==> config.mk <==
export PLATFORM = sky130hd
export DESIGN_NAME = msqd_ctrl
export DESIGN_NICKNAME = d
export VERILOG_FILES = /design/src/rtl/core/assert_macros.svh /design/src/rtl/core/msqd_pkg.sv /design/src/rtl/core/msqd_ctrl.sv
export SDC_FILE = /design/constraint.sdc
export NUM_CORES = 1
export LEC_CHECK = 0
export BUFFER_PORTS_ARGS = -buffer_cell sky130_fd_sc_hd__buf_2
export CAP_MARGIN = 20
export CORE_AREA = 2 2 39 41
export DETAILED_ROUTE_END_ITERATION = 12
export DIE_AREA = 0 0 41 43
export PLACE_DENSITY = 0.32
export SKIP_LAST_GASP = 1
export SLEW_MARGIN = 20
export SYNTH_ARGS = -nofsm -noshare
export SYNTH_HDL_FRONTEND = slang
export SYNTH_SLANG_ARGS = --single-unit
==> constraint.sdc <==
create_clock -name clock -period 1.8 [get_ports clock]
set_input_delay 0.18 -clock clock [delete_from_list [all_inputs] [get_ports clock]]
set_output_delay 0.18 -clock clock [all_outputs]
set_load 0.03 [all_outputs]
==> src/rtl/core/assert_macros.svh <==
// Assertion macros shared by the RTL of the queue dispatcher core.
// Needs only a clock named clock and a synchronous reset named reset in scope.
`ifndef ASSERT_MACROS_SVH
`define ASSERT_MACROS_SVH

// Same-cycle implication, checked out of reset
`define ASSERT_IMPL(label, ante, cons, msg) \
   label: assert property (@(posedge clock) disable iff (reset) (ante) |-> (cons)) \
      else $error(msg);

// Next-cycle implication, checked out of reset
`define ASSERT_NEXT(label, ante, cons, msg) \
   label: assert property (@(posedge clock) disable iff (reset) (ante) |=> (cons)) \
      else $error(msg);

`endif

==> src/rtl/core/msqd_pkg.sv <==
// Package of the queue dispatcher core: sizes, FIFO entry layout, command and
// status structs, result payload and saturating helpers. No dependencies.
package msqd_pkg;

   localparam int NUM_SERVERS = 1;
   localparam int FIFO_DEPTH  = 128;

   localparam int PTR_W   = $clog2(FIFO_DEPTH);
   localparam int CNT_W   = $clog2(FIFO_DEPTH + 1);
   localparam int SRV_W   = (NUM_SERVERS > 1) ? $clog2(NUM_SERVERS) : 1;
   localparam int ENTRY_W = 40;
   localparam int TICK_W  = 32;
   localparam int SVC_W   = 8;

   localparam logic [31:0] MAX32 = 32'hFFFF_FFFF;

   // Commands from the controller to the datapath
   typedef struct packed {
      logic             take_item;
      logic             enqueue;
      logic             read_head;
      logic             serve;
      logic             publish;
      logic [SRV_W-1:0] srv_idx;
   } ctrl_cmd_type;

   // Status from the datapath to the controller
   typedef struct packed {
      logic out_free;
   } ctrl_status_type;

   // One result item
   typedef struct packed {
      logic [3:0]  jobs_started;
      logic        arrival_dropped;
      logic [7:0]  jobs_waiting;
      logic [31:0] arrivals_count;
      logic [31:0] served_count;
      logic [31:0] total_wait;
      logic [31:0] idle_ticks_sum;
   } rsp_payload_type;

   // Saturating 32-bit add
   function automatic logic [31:0] sat_add32(input logic [31:0] a, input logic [31:0] b);
      logic [32:0] sum;
      sum = {1'b0, a} + {1'b0, b};
      return sum[32] ? MAX32 : sum[31:0];
   endfunction

   // Saturating 32-bit increment
   function automatic logic [31:0] sat_inc32(input logic [31:0] a);
      return (a == MAX32) ? MAX32 : a + 32'd1;
   endfunction

   // Circular pointer advance
   function automatic logic [PTR_W-1:0] next_pos(input logic [PTR_W-1:0] p);
      return (p == PTR_W'(FIFO_DEPTH - 1)) ? '0 : p + PTR_W'(1);
   endfunction

endpackage

==> src/rtl/core/msqd_ctrl.sv <==
// Controller of the queue dispatcher core: per-tick sequencer over enqueue,
// server visits and result hand-off. Depends on msqd_pkg.
module msqd_ctrl import msqd_pkg::*; (
   input  logic            clock,
   input  logic            reset,
   input  logic            req_valid,
   output logic            req_ready,
   input  ctrl_status_type status,
   output ctrl_cmd_type    cmd
);

   localparam logic [2:0] ST_IDLE = 3'd0;
   localparam logic [2:0] ST_ENQ  = 3'd1;
   localparam logic [2:0] ST_RD   = 3'd2;
   localparam logic [2:0] ST_EX   = 3'd3;
   localparam logic [2:0] ST_DONE = 3'd4;

   logic [2:0]       state_ff, state_in;
   logic [SRV_W-1:0] srv_ff, srv_in;
   logic             last_srv;

   assign last_srv = (srv_ff == SRV_W'(NUM_SERVERS - 1));

   // Next state
   always_comb begin
      state_in = state_ff;
      srv_in   = srv_ff;
      unique case (state_ff)
         ST_IDLE: begin
            if (req_valid) state_in = ST_ENQ;
         end
         ST_ENQ: begin
            srv_in   = '0;
            state_in = ST_EX;
         end
         ST_RD: begin
            state_in = ST_EX;
         end
         ST_EX: begin
            if (last_srv) begin
               state_in = ST_DONE;
            end else begin
               srv_in   = srv_ff + SRV_W'(1);
               state_in = ST_RD;
            end
         end
         ST_DONE: begin
            if (status.out_free) state_in = ST_IDLE;
         end
         default: begin
            state_in = ST_IDLE;
         end
      endcase
   end

   always_ff @(posedge clock) begin
      if (reset) begin
         state_ff <= ST_IDLE;
         srv_ff   <= '0;
      end else begin
         state_ff <= state_in;
         srv_ff   <= srv_in;
      end
   end

   // Commands
   assign req_ready     = (state_ff == ST_IDLE);
   assign cmd.take_item = (state_ff == ST_IDLE) && req_valid;
   assign cmd.enqueue   = (state_ff == ST_ENQ);
   assign cmd.read_head = (state_ff == ST_ENQ) || (state_ff == ST_RD);
   assign cmd.serve     = (state_ff == ST_EX);
   assign cmd.publish   = (state_ff == ST_DONE) && status.out_free;
   assign cmd.srv_idx   = srv_ff;

endmodule

==> impl_metrics.json <==
{
  "cts_resized": 0,
  "insertion_delay_ns": 0.23,
  "r2r-end": "state_ff[2]$_SDFFE_PP0P_",
  "syn_avg_cell_area_um2": 8.19,
  "cpMaxStageDelayCell": "dfxtp_1",
  "fillCellCount": 161,
  "worst_setup_path_end_kind": "primary output",
  "fin_nets": 36,
  "hold-path-cell-count": 2,
  "drc": 0,
  "preCtsSetupSlack_ns": 0.686,
  "grt_max_degree": 9,
  "multi_input_area_um2": 85.1,
  "cts_tree": "yes",
  "fin_ws_ns": 0.454,
  "skew_ns": 0.00276,
  "die_height_um": 43,
  "via_count": 173,
  "drt_first_iter_violations": 1,
  "postRouteWirelength_um": 394,
  "clock_sinks": 3,
  "viasPerCell": 3.68,
  "crit_chain": "nor3_1 > and2_1 > buf_2",
  "startpoint_type": "flip-flop",
  "status": "finished, final reports clean",
  "cpPeakStageDelay_ns": 0.37,
  "fin_cells": 47,
  "antenna_cells": 0,
  "hold_slack_ns": 0.149,
  "grt-ovfl-total": 0,
  "chipWidth_um": 41,
  "yosysSeqAreaShare_pct": 33.3,
  "holdCritStartpoint": "reset",
  "maxSlewViolCount": 0,
  "cts-root-buf": "clkbuf_4",
  "clk_path_buf_depth": 2,
  "cp_max_fo": 8,
  "row_count": 14,
  "max_freq_mhz": 743,
  "regMostFlops": "state_ff",
  "hold_viol_final": 0,
  "crit_start": "state_ff[0]$_SDFFE_PP0P_",
  "postCtsHoldBufs": 0,
  "p_leak_uw": 0.000112,
  "grt_pass1_wl_um": 724,
  "finalCritPeriodShare_pct": 74.8,
  "hpwl_um": 308,
  "setup_tns_ns": 0,
  "rrSetupSlack_ns": 0.69,
  "clk_pin_slew_ns": 0.04,
  "grt_usage_pct": 6.11,
  "setup_viol_count_final": 0,
  "ys_ff_latch": 3,
  "worst-path-buf-inv": 1,
  "die_area_mm2": 0.00176,
  "cts_max_level": 1,
  "drv_cap": 0,
  "drive_gt1_share_pct": 38.7,
  "reg_top3": "state_ff (3)",
  "grt_pass1_vias": 192,
  "ff2ff_path_depth": 2,
  "cts_setup_buffers": 0,
  "required_ns": 1.62,
  "postSynthCellCount": 22,
  "detail-route-antenna-nets": 0,
  "wire_per_inst_um": 8.38,
  "seq_area_um2": 60.1,
  "rsz0062_at_grt": "false",
  "numCtsBuffers": 3,
  "min_to": "state_ff[2]$_SDFFE_PP0P_",
  "hold_path.class": "in2reg",
  "gp_congestion": 0.643,
  "ioPinCount": 11,
  "final.min_clock_period_ns": 1.35,
  "first_pass_iters": 2,
  "synth_cell_types": 16,
  "rr_startpoint": "state_ff[0]$_SDFFE_PP0P_",
  "grt_antenna_before_repair": 0,
  "syn_nets": 26,
  "synth_area_um2": 180,
  "crit_cells": 3,
  "dp.cells": 43,
  "power_density_mw_per_mm2": 1410,
  "portBuffers": 9,
  "ir_drop_v": 0.000293,
  "path_delay_family": "simple AND/OR/NAND/NOR gates",
  "core-area_mm2": 0.00138,
  "ys_warn_count": 0,
  "crit_type": "reg2out",
  "worstPathArrival_ns": 1.17,
  "start_util_pct": 13.0,
  "largest_reg_flops": 3,
  "area_growth_syn_to_layout_pct": 33.3
}
kinds of logic (layout without fill, tap and decap cells):
family / Yosys count / after routing / synth area share, %
XOR/XNOR: 1 / 1 / 4.86
AO/OA/AOI/OAI: 2 / 2 / 7.64
flip-flops: 3 / 3 / 33.3
other: 1 / 1 / 2.08
buffers and inverters: 5 / 14 / 19.4
AND/OR/NAND/NOR: 10 / 10 / 32.6
layer usage:
| layer | global-route usage [%] | wire length [um] | vias up |
|---|---|---|---|
| li1 | - | - | 88 |
| met1 | 7.01 | 176 | 77 |
| met2 | 8.44 | 180 | 8 |
| met3 | 3.14 | 38 | 0 |
| met4 | 4.00 | 0 | 0 |
| met5 | 0 | 0 | - |
area by class of cell:
| type | instances | share of cell area [%] |
|---|---|---|
| multi-input cells | 14 | 35.4 |
| flip-flops and latches | 3 | 25.0 |
| repair buffers | 9 | 18.8 |
| clock buffers | 4 | 10.9 |
| well taps | 16 | 8.33 |
| inverters | 1 | 1.56 |
worst reg2reg max path, cell delays in order (launching register included):
cell and delay [ns]:
dfxtp_1 0.37, or4b_1 0.53, a21oi_1 0.14
worst max path at each step:
stage	to	slack, ns
after floorplan	cmd[5]	0.06
after global placement	state_ff[2]$_SDFFE_PP0P_	0.71
after detailed placement	state_ff[2]$_SDFFE_PP0P_	0.69
after CTS	cmd[5]	0.43
after global routing	cmd[5]	0.34
final	cmd[5]	0.45
synth_stat cells, drive strengths merged:
cell type	n	area share [%]
a2111oi	1	4.9
a21oi	1	2.8
and2	1	3.5
buf	4	17
conb	1	2.1
dfxtp	3	33
inv	1	2.1
nand2	1	2.1
nand3b	1	4.2
nor2	1	2.1
nor3	4	11
nor3b	1	4.2
or4b	1	5.6
xnor2	1	4.9
metrics by stage:
step                util (%)  area, um^2  power, uW
floorplan                  -         180        204
global placement        15.5         214        223
detailed placement      15.5         214        224
CTS                     17.4         240        347
global route            17.4         240        360
finish                  17.4         240        339
placed cells by master (no fill, tap or decap):
cell type and instances:
a2111oi_0 1, a21oi_1 1, and2_1 1, buf_2 9, clkbuf_1 1, clkbuf_4 3
conb_1 1, dfxtp_1 3, inv_1 1, nand2_1 1, nand3b_1 1, nor2_1 1
nor3_1 4, nor3b_1 1, or4b_1 1, xnor2_1 1
where the power goes:
part           internal, uW  total [uW]  leakage [uW]  switching [uW]
Combinational          39.8         123     0.0000724            83.2
Sequential             77.4        98.2     0.0000248            20.8
Clock                  83.0         117     0.0000150            34.3
No activity file was read; power rests on OpenSTA's default activity.
